`config.mk`:
```
export PLATFORM = sky130hd
export DESIGN_NAME = udp_segment_checksum_framer
export DESIGN_NICKNAME = d
export VERILOG_FILES = /design/src/rtl/udpsc_pkg.sv /design/src/rtl/udpsc_front.sv /design/src/rtl/udpsc_queue.sv /design/src/rtl/udpsc_back.sv /design/src/rtl/udp_segment_checksum_framer.sv
export VERILOG_INCLUDE_DIRS = /design/src /design/src/rtl
export SDC_FILE = /design/constraint.sdc
export NUM_CORES = 1
export LEC_CHECK = 0
export ABC_AREA = 1
export BUFFER_PORTS_ARGS = -buffer_cell sky130_fd_sc_hd__buf_2
export CAP_MARGIN = 5
export CELL_PAD_IN_SITES_DETAIL_PLACEMENT = 1
export CELL_PAD_IN_SITES_GLOBAL_PLACEMENT = 2
export CORE_MARGIN = 4
export CORE_UTILIZATION = 44
export DETAILED_ROUTE_END_ITERATION = 6
export GPL_ROUTABILITY_DRIVEN = 0
export PLACE_DENSITY_LB_ADDON = 0.1
export SYNTH_ARGS = -nofsm -noshare
export SYNTH_HDL_FRONTEND = slang
export SYNTH_SLANG_ARGS = --single-unit
```
`constraint.sdc`:
```
create_clock -name i_clk -period 20.9 [get_ports i_clk]
set_input_delay 3.135 -clock i_clk [delete_from_list [all_inputs] [get_ports i_clk]]
set_output_delay 3.135 -clock i_clk [all_outputs]
set_load 0.005 [all_outputs]
```
`src/rtl/assert_macros.svh`:
```
// assertion helpers, clocked on i_clk and disabled while i_rst_n is low
`ifndef ASSERT_MACROS_SVH
`define ASSERT_MACROS_SVH

`ifndef SYNTHESIS

`define ASSERT_CLK(label, prop, msg) \
    label: assert property (@(posedge i_clk) disable iff (!i_rst_n) prop) else $error(msg);

`define ASSERT_NEVER(label, cond, msg) \
    label: assert property (@(posedge i_clk) disable iff (!i_rst_n) !(cond)) else $error(msg);

`else

`define ASSERT_CLK(label, prop, msg)

`define ASSERT_NEVER(label, cond, msg)

`endif

`endif

```
`src/rtl/udpsc_pkg.sv`:
```
`default_nettype none

package udpsc_pkg;

    localparam int HDR_BYTES = 8;
    localparam int LEN_W     = 11;
    localparam int Q_DEPTH   = 4;
    localparam int Q_AW      = 2;

    localparam logic [1:0] KIND_PAYLOAD = 2'd0;
    localparam logic [1:0] KIND_HEADER  = 2'd1;
    localparam logic [1:0] KIND_ERROR   = 2'd2;

    localparam logic [1:0] ENT_PAYLOAD     = 2'd0;
    localparam logic [1:0] ENT_PAYLOAD_HDR = 2'd1;
    localparam logic [1:0] ENT_ERROR       = 2'd2;

    typedef struct packed {
        logic [1:0]       mode;
        logic [7:0]       pbyte;
        logic [15:0]      sport;
        logic [15:0]      dport;
        logic [LEN_W-1:0] seglen;
        logic [15:0]      csum;
        logic [31:0]      ip;
    } t_entry;

    typedef struct packed {
        logic            full;
        logic            empty;
        logic [Q_AW:0]   count;
    } t_q_stat;

endpackage

`default_nettype wire

```
`src/rtl/udpsc_front.sv`:
```
`default_nettype none

module udpsc_front
    import udpsc_pkg::*;
#(
    parameter int MAX_SEGMENT_BYTES = 1024
) (
    input  wire logic         i_clk,
    input  wire logic         i_rst_n,
    input  wire logic         i_cfg_wr_en,
    input  wire logic [15:0]  i_cfg_wr_data,
    input  wire logic         i_valid,
    output logic              o_ready,
    input  wire logic [7:0]   i_data_byte,
    input  wire logic         i_last,
    input  wire logic [15:0]  i_dest_port,
    input  wire logic [31:0]  i_dest_ip,
    input  wire t_q_stat      i_q_stat,
    output logic              o_push,
    output t_entry            o_entry
);

    localparam int CW          = $clog2(MAX_SEGMENT_BYTES);
    localparam int MAX_PAYLOAD = MAX_SEGMENT_BYTES - HDR_BYTES;
    localparam int LW          = (CW + 1 > LEN_W) ? CW + 1 : LEN_W;

    function automatic logic [15:0] oc_add(input logic [15:0] a, input logic [15:0] b);
        logic [16:0] s;
        s = {1'b0, a} + {1'b0, b};
        return s[15:0] + {15'd0, s[16]};
    endfunction

    logic [15:0]   r_src_port;
    logic [CW-1:0] r_count, n_count;
    logic [15:0]   r_sum, n_sum;
    logic [7:0]    r_held, n_held;
    logic          r_phase, n_phase;

    logic [CW-1:0] count_inc;
    logic          close_seg;
    logic [15:0]   word;
    logic [15:0]   sum_add;
    logic [LW-1:0] len_full;
    logic          accept;

    assign o_ready   = !i_q_stat.full;
    assign accept    = i_valid && o_ready;
    assign o_push    = accept;
    assign count_inc = r_count + CW'(1);
    assign close_seg = i_last || (count_inc >= CW'(MAX_PAYLOAD));
    assign word      = r_phase ? {i_data_byte, r_held} : {8'h00, i_data_byte};
    assign sum_add   = oc_add(r_sum, word);
    assign len_full  = LW'(count_inc) + LW'(HDR_BYTES);

    always_comb begin
        o_entry.pbyte  = i_data_byte;
        o_entry.sport  = r_src_port;
        o_entry.dport  = i_dest_port;
        o_entry.seglen = len_full[LEN_W-1:0];
        o_entry.csum   = ~sum_add;
        o_entry.ip     = i_dest_ip;
        if (r_src_port == 16'd0) begin
            o_entry.mode = ENT_ERROR;
        end else if (close_seg) begin
            o_entry.mode = ENT_PAYLOAD_HDR;
        end else begin
            o_entry.mode = ENT_PAYLOAD;
        end
    end

    always_comb begin
        n_count = r_count;
        n_sum   = r_sum;
        n_held  = r_held;
        n_phase = r_phase;
        if (accept && r_src_port != 16'd0) begin
            if (close_seg) begin
                n_count = '0;
                n_sum   = '0;
                n_held  = '0;
                n_phase = 1'b0;
            end else begin
                n_count = count_inc;
                if (r_phase) begin
                    n_sum   = sum_add;
                    n_held  = '0;
                    n_phase = 1'b0;
                end else begin
                    n_held  = i_data_byte;
                    n_phase = 1'b1;
                end
            end
        end
    end

    always_ff @(posedge i_clk) begin
        if (!i_rst_n) begin
            r_src_port <= '0;
            r_count    <= '0;
            r_sum      <= '0;
            r_held     <= '0;
            r_phase    <= 1'b0;
        end else begin
            if (i_cfg_wr_en) begin
                r_src_port <= i_cfg_wr_data;
            end
            r_count <= n_count;
            r_sum   <= n_sum;
            r_held  <= n_held;
            r_phase <= n_phase;
        end
    end

endmodule

`default_nettype wire

```
`src/rtl/udpsc_queue.sv`:
```
`default_nettype none

module udpsc_queue
    import udpsc_pkg::*;
(
    input  wire logic    i_clk,
    input  wire logic    i_rst_n,
    input  wire logic    i_push,
    input  wire t_entry  i_entry,
    input  wire logic    i_pop,
    output t_entry       o_entry,
    output t_q_stat      o_stat
);

    t_entry          r_mem [Q_DEPTH];
    logic [Q_AW-1:0] r_wr_ptr;
    logic [Q_AW-1:0] r_rd_ptr;
    logic [Q_AW:0]   r_count;

    assign o_entry      = r_mem[r_rd_ptr];
    assign o_stat.full  = (r_count == (Q_AW+1)'(Q_DEPTH));
    assign o_stat.empty = (r_count == '0);
    assign o_stat.count = r_count;

    always_ff @(posedge i_clk) begin
        if (i_push) begin
            r_mem[r_wr_ptr] <= i_entry;
        end
    end

    always_ff @(posedge i_clk) begin
        if (!i_rst_n) begin
            r_wr_ptr <= '0;
            r_rd_ptr <= '0;
            r_count  <= '0;
        end else begin
            if (i_push) begin
                r_wr_ptr <= r_wr_ptr + Q_AW'(1);
            end
            if (i_pop) begin
                r_rd_ptr <= r_rd_ptr + Q_AW'(1);
            end
            case ({i_push, i_pop})
                2'b10:   r_count <= r_count + (Q_AW+1)'(1);
                2'b01:   r_count <= r_count - (Q_AW+1)'(1);
                default: r_count <= r_count;
            endcase
        end
    end

endmodule

`default_nettype wire

```
`src/rtl/udpsc_back.sv`:
```
`default_nettype none

module udpsc_back
    import udpsc_pkg::*;
(
    input  wire logic    i_clk,
    input  wire logic    i_rst_n,
    input  wire t_entry  i_entry,
    input  wire t_q_stat i_q_stat,
    output logic         o_pop,
    output logic         o_valid,
    input  wire logic    i_ready,
    output logic [1:0]   o_kind,
    output logic [7:0]   o_payload_byte,
    output logic [15:0]  o_sport,
    output logic [15:0]  o_dport,
    output logic [LEN_W-1:0] o_seglen,
    output logic [15:0]  o_csum,
    output logic [31:0]  o_ip,
    output logic         o_last
);

    logic   r_valid;
    logic   r_hdr_phase;
    t_entry r_entry;
    logic   done;
    logic   is_hdr;

    assign is_hdr = r_hdr_phase;
    assign done   = r_valid && i_ready && (r_hdr_phase || r_entry.mode != ENT_PAYLOAD_HDR);
    assign o_pop  = (!r_valid || done) && !i_q_stat.empty;

    always_ff @(posedge i_clk) begin
        if (o_pop) begin
            r_entry <= i_entry;
        end
    end

    always_ff @(posedge i_clk) begin
        if (!i_rst_n) begin
            r_valid     <= 1'b0;
            r_hdr_phase <= 1'b0;
        end else if (o_pop) begin
            r_valid     <= 1'b1;
            r_hdr_phase <= 1'b0;
        end else if (done) begin
            r_valid     <= 1'b0;
            r_hdr_phase <= 1'b0;
        end else if (r_valid && i_ready) begin
            r_hdr_phase <= 1'b1;
        end
    end

    always_comb begin
        o_valid        = r_valid;
        o_ip           = r_entry.ip;
        o_kind         = KIND_PAYLOAD;
        o_payload_byte = '0;
        o_sport        = '0;
        o_dport        = '0;
        o_seglen       = '0;
        o_csum         = '0;
        o_last         = 1'b1;
        unique case (r_entry.mode)
            ENT_ERROR: begin
                o_kind = KIND_ERROR;
            end
            ENT_PAYLOAD_HDR: begin
                if (is_hdr) begin
                    o_kind   = KIND_HEADER;
                    o_sport  = r_entry.sport;
                    o_dport  = r_entry.dport;
                    o_seglen = r_entry.seglen;
                    o_csum   = r_entry.csum;
                end else begin
                    o_payload_byte = r_entry.pbyte;
                    o_last         = 1'b0;
                end
            end
            default: begin
                o_payload_byte = r_entry.pbyte;
            end
        endcase
    end

endmodule

`default_nettype wire

```
`src/rtl/udp_segment_checksum_framer.sv`:
```
// channel   dir  handshake              tdata / tuser / tlast
// s_axis    in   tvalid/tready          byte, dest_port, dest_ip / - / last_of_message
// m_axis    out  tvalid/tready          byte..target_ip / kind / end_of_run
// cfg       in   i_cfg_wr_en            source_port, no read-back
//
// one input item per cycle while the queue is not full; a segment-closing item adds a header output item
// input passes through the combinational classify logic into a 4-entry queue, then the output register
// the one's complement add accumulates payload bytes as 16-bit word pairs in the front stage
// synchronous active-low reset clears segment state, source port and queue
// either side may stall; the queue keeps the front running while the output waits
`default_nettype none

`include "assert_macros.svh"

module udp_segment_checksum_framer
    import udpsc_pkg::*;
#(
    parameter int MAX_SEGMENT_BYTES = 1024
) (
    input  wire logic          i_clk,
    input  wire logic          i_rst_n,
    input  wire logic          i_cfg_wr_en,
    input  wire logic [15:0]   i_cfg_wr_data,
    input  wire logic          s_axis_tvalid,
    output logic               s_axis_tready,
    input  wire logic [55:0]   s_axis_tdata,  // data_byte, dest_port, dest_ip
    input  wire logic          s_axis_tlast,
    output logic               m_axis_tvalid,
    input  wire logic          m_axis_tready,
    // payload_byte, header_source_port, header_dest_port, segment_length,
    // segment_checksum, target_ip, zero pad
    output logic [103:0]       m_axis_tdata,
    output logic [1:0]         m_axis_tuser,  // kind
    output logic               m_axis_tlast
);

    t_entry           w_push_entry;
    t_entry           w_head_entry;
    t_q_stat          w_q_stat;
    logic             w_push;
    logic             w_pop;
    logic [7:0]       w_pbyte;
    logic [15:0]      w_sport;
    logic [15:0]      w_dport;
    logic [LEN_W-1:0] w_seglen;
    logic [15:0]      w_csum;
    logic [31:0]      w_ip;

    udpsc_front #(
        .MAX_SEGMENT_BYTES(MAX_SEGMENT_BYTES)
    ) u_front (
        .i_clk         (i_clk),
        .i_rst_n       (i_rst_n),
        .i_cfg_wr_en   (i_cfg_wr_en),
        .i_cfg_wr_data (i_cfg_wr_data),
        .i_valid       (s_axis_tvalid),
        .o_ready       (s_axis_tready),
        .i_data_byte   (s_axis_tdata[7:0]),
        .i_last        (s_axis_tlast),
        .i_dest_port   (s_axis_tdata[23:8]),
        .i_dest_ip     (s_axis_tdata[55:24]),
        .i_q_stat      (w_q_stat),
        .o_push        (w_push),
        .o_entry       (w_push_entry)
    );

    udpsc_queue u_queue (
        .i_clk   (i_clk),
        .i_rst_n (i_rst_n),
        .i_push  (w_push),
        .i_entry (w_push_entry),
        .i_pop   (w_pop),
        .o_entry (w_head_entry),
        .o_stat  (w_q_stat)
    );

    udpsc_back u_back (
        .i_clk          (i_clk),
        .i_rst_n        (i_rst_n),
        .i_entry        (w_head_entry),
        .i_q_stat       (w_q_stat),
        .o_pop          (w_pop),
        .o_valid        (m_axis_tvalid),
        .i_ready        (m_axis_tready),
        .o_kind         (m_axis_tuser),
        .o_payload_byte (w_pbyte),
        .o_sport        (w_sport),
        .o_dport        (w_dport),
        .o_seglen       (w_seglen),
        .o_csum         (w_csum),
        .o_ip           (w_ip),
        .o_last         (m_axis_tlast)
    );

    assign m_axis_tdata = {5'd0, w_ip, w_csum, w_seglen, w_dport, w_sport, w_pbyte};

    `ASSERT_CLK(a_hdr_follows, m_axis_tvalid && m_axis_tready && !m_axis_tlast |=> m_axis_tvalid && m_axis_tuser == KIND_HEADER, "header item missing after closing payload")
    `ASSERT_CLK(a_err_last, m_axis_tvalid && m_axis_tuser == KIND_ERROR |-> m_axis_tlast, "error item without end of run")
    `ASSERT_NEVER(a_q_over, w_q_stat.count > (Q_AW+1)'(Q_DEPTH), "queue count above depth")
    `ASSERT_NEVER(a_pop_empty, w_pop && w_q_stat.empty, "pop from empty queue")

endmodule

`default_nettype wire
```
-- Yosys cells after proc, flatten, opt, wreduce, memory -nomap -nowiden
Memories as Yosys holds them, arrays and structs flattened. A register that Yosys moved wholly into a read port is not among the register bits.
Cells that the tools add are included.
- register bits: 60
- memory bits (writable): 404
- input bits: 78
- output and inout bits: 109
- logic and storage cells: 76
- memories kept: 1
- memory list (memory ; words ; bits a word ; read ports ; clocked after Yosys merged registers in ; write ports ; line ; RTL):
    u_queue.r_mem ; 4 ; 101 ; 1 ; 1 ; 1 ; udpsc_queue.sv:15 ; t_entry r_mem [Q_DEPTH];
- $add $sub $neg: 8
- magnitude comparators: 1
- equality and inequality tests: 6
- mux-type cells: 29
- bitwise logic cells: 2
- reduce and logical (&&, ||, !) cells: 19
- operators by type and width (kind ; number):
    $mux W16 ; 9
    $mux W8 ; 3
    $mux W11 ; 2
    $add A16 B16 Y17 ; 1
    $add A16 B1 Y16 ; 1
    $logic_not A16 Y1 ; 1
    $not A16 Y16 ; 1
    $pmux W8 S2 ; 1
    $reduce_bool A16 Y1 ; 1
    $add A10 B4 Y11 const B ; 1
    $add A10 B1 Y10 const B ; 1
    $ge A10 B10 Y1 const B ; 1
    $mux W1 ; 10
    $mux W10 ; 1
    $pmux W3 S2 ; 1
    $reduce_bool A2 Y1 ; 3
    $logic_and A1 B1 Y1 ; 5
    $add A2 B1 Y2 const B ; 2
    $eq A2 B1 Y1 const B ; 2
    $eq A2 B2 Y1 const B ; 2
    $pmux W2 S2 ; 1
    $add A3 B1 Y3 const B ; 1
    $eq A3 B3 Y1 const B ; 1
    $logic_not A1 Y1 ; 3
    other kinds (8) ; 10

-- Logic depth before layout (Yosys ltp)
Gate-level depths: netlist of the first run.
- depth in word-level cells: 7
- mapped depth: 27
- depth with buffers taken out: 25

-- By module
A second synthesis of the first run with hierarchy kept.
- cell total of the unflattened synthesis: 2030
- area total of the unflattened synthesis: 24654.9 µm²
- modules (own cells, without submodules) (module ; instances ; cells each ; area an instance (µm²) ; sequential area each (µm²)):
    udpsc_queue ; 1 ; 1034 ; 16208.0 ; 12311.8
    udpsc_front ; 1 ; 697 ; 4385.5 ; 1021.0
    udpsc_back ; 1 ; 293 ; 4020.1 ; 3072.9
    udp_segment_checksum_framer ; 1 ; 6 ; 41.3 ; 0.0

-- Worst setup path before layout of the first run
No wires, ideal clock.
- path kind: in2reg
- from: input port m_axis_tready
- to: register u_queue.r_count[2]
- setup time: 0.122 ns
- arrival time: 9.213 ns
- data required time: 20.778 ns
- path slack: 11.565 ns
- stages: 11
- buffers on the path: 0
- cells stage by stage: nand3_1 > nand2_1 > inv_1 > nor2_1 > ha_1 > inv_1 > fa_1 > a21oi_1 > o21ai_0 > o21ai_0 > a21oi_1
- longest elaborated chain between the ends: 6
- elaborated cells between the ends (all ways): 8
- classes of those cells: eq/ne: 2; mux: 1; reduce/logical: 5
- ends and longest elaborated chain (what ; line ; RTL):
    from (decl) ; udp_segment_checksum_framer.sv:29 ; input wire logic m_axis_tready,
    $logic_and A1 B1 Y1 (*) (2 in a row) ; udpsc_back.sv:30 ; assign done = r_valid && i_ready && (r_hdr_phase || r_entry.mode != ENT_PAYLOAD_HDR);
    $logic_or A1 B1 Y1 (*) ; udpsc_back.sv:31 ; assign o_pop = (!r_valid || done) && !i_q_stat.empty;
    $logic_and A1 B1 Y1 (*) ; udpsc_back.sv:31 ;
    net u_back.o_pop ; udpsc_back.sv:10 ; output logic o_pop,
    $eq A2 B1 Y1 or $eq A2 B2 Y1 (tied branches) ; udpsc_queue.sv:43 ; case ({i_push, i_pop})
    $pmux W3 S2 or $reduce_bool A2 Y1 (tied branches) ; n/a ;
    to (signal assigned) ; udpsc_queue.sv:44 ; 2'b10: r_count <= r_count + (Q_AW+1)'(1);
    to (signal assigned) ; udpsc_queue.sv:45 ; 2'b01: r_count <= r_count - (Q_AW+1)'(1);
    to (signal assigned) ; udpsc_queue.sv:46 ; default: r_count <= r_count;
    to (decl) ; udpsc_queue.sv:18 ; logic [Q_AW:0] r_count;
The timed path passes the listed nets; every way through them passes the cells marked *.
A chain may end at the register's enable or synchronous reset.

==> flow_summary.ini, run 1 <==
[global_routing]
grt_use_met1_pct = 27.0
use_met3_pct = 2.54
grt_pass1_vias = 15973
grt_max_degree = 148
antenna_found_initial = 0
met2_usage_pct = 36.6
grt_overflow_total = 0
grt_use_total_pct = 20.7
grt_pass1_wl_um = 91300
grt_most_used_layer = met2

[clocking]
cts_inserted_buffers = 58
cts_buffer_depth = 3
clkTransAtPathRegs_ns = 0.06
h-tree-depth = 2
cts_hold_buf = 0
insertion_delay_ns = 0.63
cts_sinks = 565
postCtsResizedCells = 0
cts_tree = done
post_cts_buffers = 0
clockRootBuffer = clkbuf_16

[routing]
drt_iter0_markers = 855
viasPerCell = 5.31
routed_wl_um = 59100
drc = 0
vias = 15054
drtPass1Iterations = 5
ant_nets = 0
wl_per_cell_um = 20.9

[final_layout]
area_growth_pct = 13.7
post-route-util_pct = 50.7
layout_commonest_cell = edfxtp_1
layout_common_cells = edfxtp_1 (505), nor2_1 (338), o21ai_0 (230)
n_antenna_cell = 0
drive_gt1_share_pct = 14.8
nets = 2217

[power]
power_density_nw_per_um2 = 125
fin_total_pwr_mw = 3.28
peakVddDrop_mv = 0.0667
p_leak_nw = 10.0

[synthesis]
syn-cell-area_um2 = 23000
synth_simple_gate_area_share_pct = 12.2
synth_fa_ha_area_share_pct = 1.70
synth_cells = 1971
yosysWarnings = 0
synth_area_per_cell_um2 = 11.7
ys_ff_latch = 565
yosysSeqAreaShare_pct = 71.1
synth_top_family_by_area = simple AND/OR/NAND/NOR gates
ys_types = 38
synth_mux_area_share_pct = 0
synthXorXnorAreaFrac_pct = 0.451
synth_compound_area_share_pct = 8.77

[sta]
timing.setup.tns_ns = 0
rsz0062_at_grt = no
slew_violations = 0
slew_headroom_pct = 27.5
clock.fmax_mhz = 171
fin_crit_sh_pct = 28.0
finalCriticalPeriod_ns = 5.85
finalSetupViolCount = 0
hold_ws_ns = 0.472
hold_violations = 0
worst_pin_slew_ns = 1.09
skew_ns = 0.0300

[worst_setup_path]
crit_family = simple AND/OR/NAND/NOR gates
reg2reg_depth = 22
r2r_start = u_front.r_phase
path_cells = buf_2 -> nand2_1 -> nand2_1 -> ha_1 -> fa_1 -> nand2_1 -> nand3_1 -> nand3_1 -> nand2_1 -> nand2_1 -> nand2_1 -> a21oi_1 -> o21bai_1 -> ha_1 -> ha_1 -> inv_1 -> nor2_1 -> nand3_2 -> nor2_1 -> nand4_2 -> nor2_1 -> nand2_1 -> nand2_1 -> nand2_1
crit_path_start_kind = primary input
rrSetupSlack_ns = 16.11
slowest_stage = fa_1
rr_endpoint = u_queue.r_mem[1][46]
path_class = primary input to flip-flop
path_common_cell = nand2_1
crit_buf_inv = 2
crit_arrival_ns = 6.20
worst_ep_required_time_ns = 21.25
slowest_delay_ns = 0.29
path_max_fanout = 7
worstSetupEndpointType = flip-flop

[placed_design]
post-dp-hpwl_um = 36600
io_buffers = 181

[die]
initial_core_util_pct = 44.6
rows = 83
ios = 187
die_x_um = 237
die_height_um = 237
dieArea_um2 = 56100
core_area_um2 = 51600

[min_path]
holdCritStartpoint = u_front.r_held[6]
min_to = u_front.r_held[6]
hp-class = flip-flop to flip-flop
whs_path_depth = 2

[status]
run_status = complete, no violations

[job]
cap_violations = 0
## through the flow
stage / instances / instance area (um2) / worst slack, ns
after floorplan: 1975 / 23000 / 11.56
after global placement: 2729 / 24300 / 14.54
after detailed placement: 2729 / 24300 / 14.43
after CTS: 2835 / 26200 / 15.08
after global routing: 2835 / 26200 / 14.65
final: 2835 / 26200 / 15.05
## final cells by class
cell class / count / area [um2]
inverter: 178 / 676
clock buffer: 87 / 1680
multi-input combinational: 1107 / 5390
tap: 680 / 851
clock inverter: 19 / 180
sequential: 565 / 16400
fill: 5400 / 25400
timing repair buffer: 199 / 1040
## power breakdown
group | switching (mW) | total (mW) | internal, mW
sequential | 0.0827 | 1.61 | 1.52
combinational | 0.490 | 0.670 | 0.180
clock | 0.424 | 1.00 | 0.579
total | 0.996 | 3.28 | 2.28
## synthesized netlist by cell type
library cell  number  area (um2)
nand4_2            1        12.5
xor2_2             1        16.3
buf_6              5        56.3
buf_1              1        3.75
and2_1             2        12.5
dfxtp_1           60        1200
o21bai_1           2        15.0
nor2_2             5        31.3
clkbuf_1          78         293
ha_1              28         350
o22ai_1          102         638
clkinv_1           3        11.3
o21ai_1            1        5.00
or2_2              2        12.5
nor3_1             7        35.0
nand4_1            9        56.3
nand2_1          225         845
inv_2              1        3.75
nor2_1           343        1290
inv_4              1        6.26
inv_1            173         649
nand2_2            9        56.3
conb_1             1        3.75
nor2_4             2        22.5
o21ai_0          230        1150
buf_2              1        5.00
nor3_2             1        10.0
nand3_1           74         370
xnor2_1            1        8.76
nand3_2            4        40.0
nor4_1             1        6.26
xor2_1             9        78.8
edfxtp_1         505       15200
a21oi_1           39         195
buf_4             40         300
fa_1               2        40.0
o21ai_4            1        16.3
nand3_4            1        17.5
## cell families after synthesis
logic type	Yosys count
AO/OA/AOI/OAI	375
XOR/XNOR	11
adder cells (fa/ha/maj)	30
buffers and inverters	303
flip-flops	565
other	1
AND/OR/NAND/NOR	686
## worst max path at each step
stage / to / cells past startpoint / startpoint / slack, ns
floorplan: u_queue.r_count[2] / 11 / m_axis_tready / 11.56
global placement: u_queue.r_mem[0][46] / 24 / s_axis_tdata[0] / 14.54
detailed placement: u_queue.r_mem[1][46] / 24 / s_axis_tdata[0] / 14.43
CTS: u_queue.r_mem[2][46] / 24 / s_axis_tdata[0] / 15.08
global route: u_queue.r_mem[2][46] / 24 / s_axis_tdata[0] / 14.65
finish: u_queue.r_mem[1][46] / 24 / s_axis_tdata[0] / 15.05
## worst reg2reg max path: cells and delay by family, from the launching register on
| kind | cells | cell delay, ns |
|---|---|---|
| AND/OR/NAND/NOR | 15 | 1.97 |
| flip-flops | 1 | 0.85 |
| buffers and inverters | 2 | 0.76 |
| AO/OA/AOI/OAI | 2 | 0.22 |
| adder cells (fa/ha/maj) | 3 | 0.75 |
## sequential cells by signal (all words and copies together) (netlist names)
signal              count
u_back.o_valid          1
u_back.r_entry         69
u_back.is_hdr           1
u_queue.r_mem         404
u_back.o_ip            32
u_front.r_src_port     16
u_front.r_phase         1
u_front.r_count        10
u_front.r_sum          16
u_queue.r_rd_ptr        2
u_queue.r_count         3
u_front.r_held          8
u_queue.r_wr_ptr        2
## metal layers
metal	wire, um	share of wire (%)
met5	0	0
met4	1420	2.4
met3	1900	3.2
met2	30300	51
met1	25500	43
No activity file was read; power rests on OpenSTA's default activity.
==> run 2, diff against run 1 <==
--- a/config.mk
+++ b/config.mk
@@ -12,7 +12,7 @@
 export CELL_PAD_IN_SITES_DETAIL_PLACEMENT = 1
 export CELL_PAD_IN_SITES_GLOBAL_PLACEMENT = 2
 export CORE_MARGIN = 4
-export CORE_UTILIZATION = 44
+export CORE_UTILIZATION = 40
 export DETAILED_ROUTE_END_ITERATION = 6
 export GPL_ROUTABILITY_DRIVEN = 0
 export PLACE_DENSITY_LB_ADDON = 0.1
==> constraint.sdc (replaced) <==
create_clock -name i_clk -period 6.1 [get_ports i_clk]
set_input_delay 0.915 -clock i_clk [delete_from_list [all_inputs] [get_ports i_clk]]
set_output_delay 0.915 -clock i_clk [all_outputs]
set_load 0.005 [all_outputs]
==> flow_summary.ini, run 2 (synthesized netlist as in run 1, its figures left out) <==
[final_layout]
layout_common_cells = edfxtp_1 (505), nor2_1 (338), o21ai_0 (230)
top_register = u_queue.r_mem
nets = 2213
final-instance-count-excl-fill = 2915
area_growth_pct = 14.7
largest_register_ffs = 404
layout_commonest_cell = edfxtp_1
drive_gt1_share_pct = 14.8

[global_routing]
grt_overflow_total = 0
grt_max_degree = 204
antenna_found_initial = 3
grt_pass1_wl_um = 90900
grt_pass1_vias = 15705
grt_use_total_pct = 19.3

[clocking]
clockRootBuffer = clkbuf_16
cts_inserted_buffers = 60
postCtsResizedCells = 0
insertion_delay_ns = 0.63
cts_buffer_depth = 3
h-tree-depth = 2
clkTransAtPathRegs_ns = 0.06
cts_hold_buf = 0
post_cts_buffers = 0
cts_sinks = 565
cts_tree = done

[die]
die_x_um = 248
rows = 87
die_height_um = 248
dieArea_um2 = 61500
ios = 187
core_area_um2 = 56700
initial_core_util_pct = 40.6

[sta]
rsz0062_at_grt = no
worst_pin_slew_ns = 1.36
skew_ns = 0.0334
slew_violations = 0
slew_headroom_pct = 9.63
finalCriticalPeriod_ns = 4.48
clock.fmax_mhz = 223
hold_violations = 0
finalSetupViolCount = 0
timing.setup.tns_ns = 0
fin_ws_ns = 1.62
fin_crit_sh_pct = 73.5

[worst_setup_path]
crit_arrival_ns = 4.84
path_max_fanout = 19
startpoint = u_front.r_phase
crit_path_start_kind = flip-flop
worstSetupEndpointType = flip-flop
worst_ep_required_time_ns = 6.46
path_class = flip-flop to flip-flop
r2r_start = u_front.r_phase

[power]
fin_total_pwr_mw = 11.4
p_leak_nw = 10.0
power_density_nw_per_um2 = 431
peakVddDrop_mv = 0.406

[routing]
drtPass1Iterations = 5
drc = 0
wl_per_cell_um = 20.3
ant_nets = 0
routed_wl_um = 59300
drt_iter0_markers = 661
viasPerCell = 5.09
vias = 14837

[job]
cap_violations = 0

[placed_design]
place_ws_ns = 1.59
post-dp-hpwl_um = 34800
io_buffers = 181
dp.cells = 2799

[min_path]
holdCritStartpoint = u_front.r_held[1]
hp-class = flip-flop to flip-flop

[status]
run_status = complete, no violations
==> run 2: cell types whose count changed in the layout (fill, tap and decap cells not counted), moves of 3 or more <==
cell	previous run	this run
diode_2	0	3
clkbuf_8	10	7
buf_12	0	5
clkinv_1	11	16
clkbuf_1	18	13
clkinv_2	5	9
buf_4	18	7
==> run 2: worst paths after layout <==
path                          end  slack (ns)  cells past startpoint
max          u_queue.r_mem[0][46]        1.62                     22
min reg2reg     u_front.r_held[1]        0.47                      2
max reg2reg  u_queue.r_mem[0][46]        1.62                     22
min             u_front.r_held[1]        0.47                      2
==> run 2: area by class of cell <==
cell class                 instances  area, um2
multi-input combinational       1107       5390
tap                              756        946
clock buffer                      80       1650
antenna                            3       7.51
clock inverter                    33        307
sequential                       565      16400
timing repair buffer             193       1060
inverter                         178        678
fill                            6012      30300
==> run 2: layer usage <==
| layer | up-vias | track usage, % | part of all wire (%) | wire, um |
|---|---|---|---|---|
| met5 | - | 0 | 0 | 0 |
| met4 | 0 | 4.84 | 2.2 | 1290 |
| met3 | 84 | 2.98 | 3.7 | 2190 |
| met2 | 247 | 35.1 | 52 | 30600 |
| met1 | 7419 | 24.0 | 43 | 25200 |
| li1 | 7087 | - | - | - |
==> run 2: per-stage QoR <==
| step | utilization (%) | area [um2] | hold WS, ns |
|---|---|---|---|
| after global routing | 46.6 | 26400 | 0.461 |
| after CTS | 46.5 | 26400 | 0.448 |
| after floorplan | - | 23000 | 0.441 |
| after detailed placement | 43.1 | 24400 | 0.463 |
| final | 46.6 | 26400 | 0.468 |
| after global placement | 43.1 | 24400 | 0.458 |
==> run 2: worst max-delay path, stage by stage, from the launching register on <==
cell and delay, ns:
dfxtp_1 0.74, clkinv_1 0.58, nand2_1 0.18, nand2_1 0.07
ha_1 0.37, nand2_1 0.11, nor2_1 0.19, and2_1 0.16
nand2_1 0.07, nand2_1 0.09, a21oi_1 0.07, o21bai_1 0.15
ha_1 0.19, ha_1 0.18, inv_1 0.05, nor2_1 0.18
nand3_2 0.14, nor2_1 0.17, nand4_2 0.16, nor2_1 0.18
nand2_1 0.07, nand2_1 0.08, nand2_1 0.09
==> run 2: power by group <==
| part | switching (mW) | leakage [nW] | total (mW) | internal [mW] |
|---|---|---|---|---|
| registers | 0.262 | 5.10 | 5.48 | 5.22 |
| clock network | 1.50 | 0.956 | 3.57 | 2.07 |
| logic | 1.69 | 3.98 | 2.32 | 0.634 |
| total | 3.45 | 10.0 | 11.4 | 7.92 |
==> run 3, diff against run 2 <==
==> constraint.sdc (replaced) <==
create_clock -name i_clk -period 4.4 [get_ports i_clk]
set_input_delay 0.66 -clock i_clk [delete_from_list [all_inputs] [get_ports i_clk]]
set_output_delay 0.66 -clock i_clk [all_outputs]
set_load 0.005 [all_outputs]
==> flow_summary.ini, run 3 (synthesized netlist as in run 1, its figures left out) <==
[min_path]
whs_path_depth = 1
hp-class = primary input to flip-flop
holdCritStartpoint = s_axis_tdata[38]
min_to = u_queue.r_mem[3][14]

[routing]
drtPass1Iterations = 5
vias = 14838
routed-wl-met3_um = 2000
routed_wl_um = 59100
drc = 0
drt_iter0_markers = 661
wl_per_cell_um = 20.2
wl_met2_um = 30800
viasPerCell = 5.08
top_layer_used = met4
met1_length_um = 25300
ant_nets = 0

[clocking]
cts_tree = done
cts_hold_buf = 0
clockRootBuffer = clkbuf_16
cts_inserted_buffers = 60
post_cts_buffers = 0
h-tree-depth = 2
clkTransAtPathRegs_ns = 0.06
cts_sinks = 565
insertion_delay_ns = 0.63
cts_buffer_depth = 3

[worst_setup_path]
path_class = flip-flop to flip-flop
rrSetupSlack_ns = 0.62
path_common_cell = nand2_1
worst_ep_required_time_ns = 4.75
r2r_start = u_front.r_phase
path_max_fanout = 17
slowest_delay_ns = 0.38
worstSetupEndpointType = flip-flop
crit_arrival_ns = 4.13
path_cells = clkinvlp_4 -> nand2_1 -> nand2_1 -> ha_1 -> nand2_1 -> nor2_1 -> and2_1 -> nand2_1 -> nand2_1 -> a21oi_1 -> o21bai_1 -> ha_1 -> ha_1 -> inv_1 -> nor2_1 -> nand3_2 -> nor2_1 -> nand4_2 -> nor2_1 -> nand2_1 -> nand2_1 -> nand2_1
slowest_stage = ha_1
rr_endpoint = u_queue.r_mem[2][46]
crit_path_start_kind = flip-flop
reg2reg_depth = 22

[final_layout]
top_register = u_queue.r_mem
layout_commonest_cell = edfxtp_1
final_area_um2 = 26700
area_growth_pct = 15.8
drive_gt1_share_pct = 15.5
fill_cells = 5991
post-route-util_pct = 47.0
largest_register_ffs = 404
layout_common_cells = edfxtp_1 (505), nor2_1 (338), o21ai_0 (230)
nets = 2222

[placed_design]
post-dp-hpwl_um = 36300
io_buffers = 181
placed_cell_area_um2 = 24600

[sta]
clock.fmax_mhz = 265
hold_violations = 0
rsz0062_at_grt = no
hold_ws_ns = 0.250
finalCriticalPeriod_ns = 3.78
finalSetupViolCount = 0
worst_pin_slew_ns = 1.20
slew_violations = 0
timing.setup.tns_ns = 0
slew_headroom_pct = 19.3
skew_ns = 0.0273
fin_crit_sh_pct = 85.8

[power]
p_leak_nw = 10.2
peakVddDrop_mv = 0.648
power_density_nw_per_um2 = 602

[die]
dieArea_um2 = 61500
ios = 187
die_height_um = 248
initial_core_util_pct = 40.6
die_x_um = 248
core_area_um2 = 56700
rows = 87

[global_routing]
grt_use_total_pct = 19.2
antenna_found_initial = 1
grt_overflow_total = 0
grt_pass1_vias = 15749
grt_pass1_wl_um = 91100
grt_max_degree = 204

[status]
run_status = complete, no violations

[job]
cap_violations = 0
==> run 3: cell count changes in the layout (fill, tap and decap cells not counted), moves of 2 or more <==
| cell | change |
|---|---|
| clkbuf_8 | +2 |
| inv_6 | -2 |
| clkinv_2 | +2 |
| clkinv_1 | -5 |
| buf_4 | +2 |
| diode_2 | -2 |
| bufinv_16 | +4 |
| buf_12 | +7 |
| clkbuf_1 | -2 |
| clkinvlp_4 | +2 |
==> run 3: per-layer routing <==
layer / vias up / GRT usage, %
met5: - / 0
met4: 0 / 4.35
met3: 83 / 2.70
met2: 226 / 35.3
met1: 7430 / 24.1
li1: 7099 / -
==> run 3: final cells by class <==
class | instances | area, um2 | area share, %
clock buffers | 80 | 1670 | 6.25
diodes | 1 | 2.50 | 0.00938
well taps | 756 | 946 | 3.55
inverters | 178 | 679 | 2.55
clock inverters | 33 | 403 | 1.51
multi-input cells | 1107 | 5390 | 20.2
flip-flops and latches | 565 | 16400 | 61.4
repair buffers | 202 | 1210 | 4.55
==> run 3: worst max-delay path, delay by kind of cell (launching register included) <==
family / cells / cell delay [ns]
and+or+nand+nor: 15 / 1.84
AOI/OAI and AO/OA: 2 / 0.21
DFF: 1 / 0.37
adders and majority gates: 3 / 0.75
buffers and inverters: 2 / 0.35
==> run 3: how the worst max path moves through the flow <==
stage	startpoint	endpoint	slack, ns
3_5_place_dp	s_axis_tdata[0]	u_queue.r_mem[1][46]	0.37
2_1_floorplan	s_axis_tvalid	u_queue.r_mem[0][0]	-1.15
4_1_cts	u_front.r_phase	u_queue.r_mem[3][46]	0.47
3_3_place_gp	s_axis_tdata[0]	u_queue.r_mem[0][46]	0.45
6_report	u_front.r_phase	u_queue.r_mem[2][46]	0.62
5_1_grt	u_front.r_phase	u_queue.r_mem[2][46]	0.14
==> run 3: metrics by stage <==
stage          cells  worst slack [ns]  power [mW]
2_1_floorplan   1975             -1.15        9.83
3_3_place_gp    2808             0.451        11.0
3_5_place_dp    2808             0.368        11.1
4_1_cts         2921             0.468        16.3
5_1_grt         2922             0.144        17.0
6_report        2922             0.623        16.0
==> run 3: repair_timing <==
item / 4_1_cts / 5_1_grt
endpoints found under the hold margin: 0 / 0
endpoints found under the setup margin: 0 / 4
resized for setup: 0 / 1
==> run 3: report_power, final <==
| part | switching (mW) | total (mW) | internal, mW |
|---|---|---|---|
| Sequential | 0.307 | 7.53 | 7.23 |
| Combinational | 2.38 | 3.30 | 0.920 |
| Clock | 2.08 | 5.21 | 3.13 |
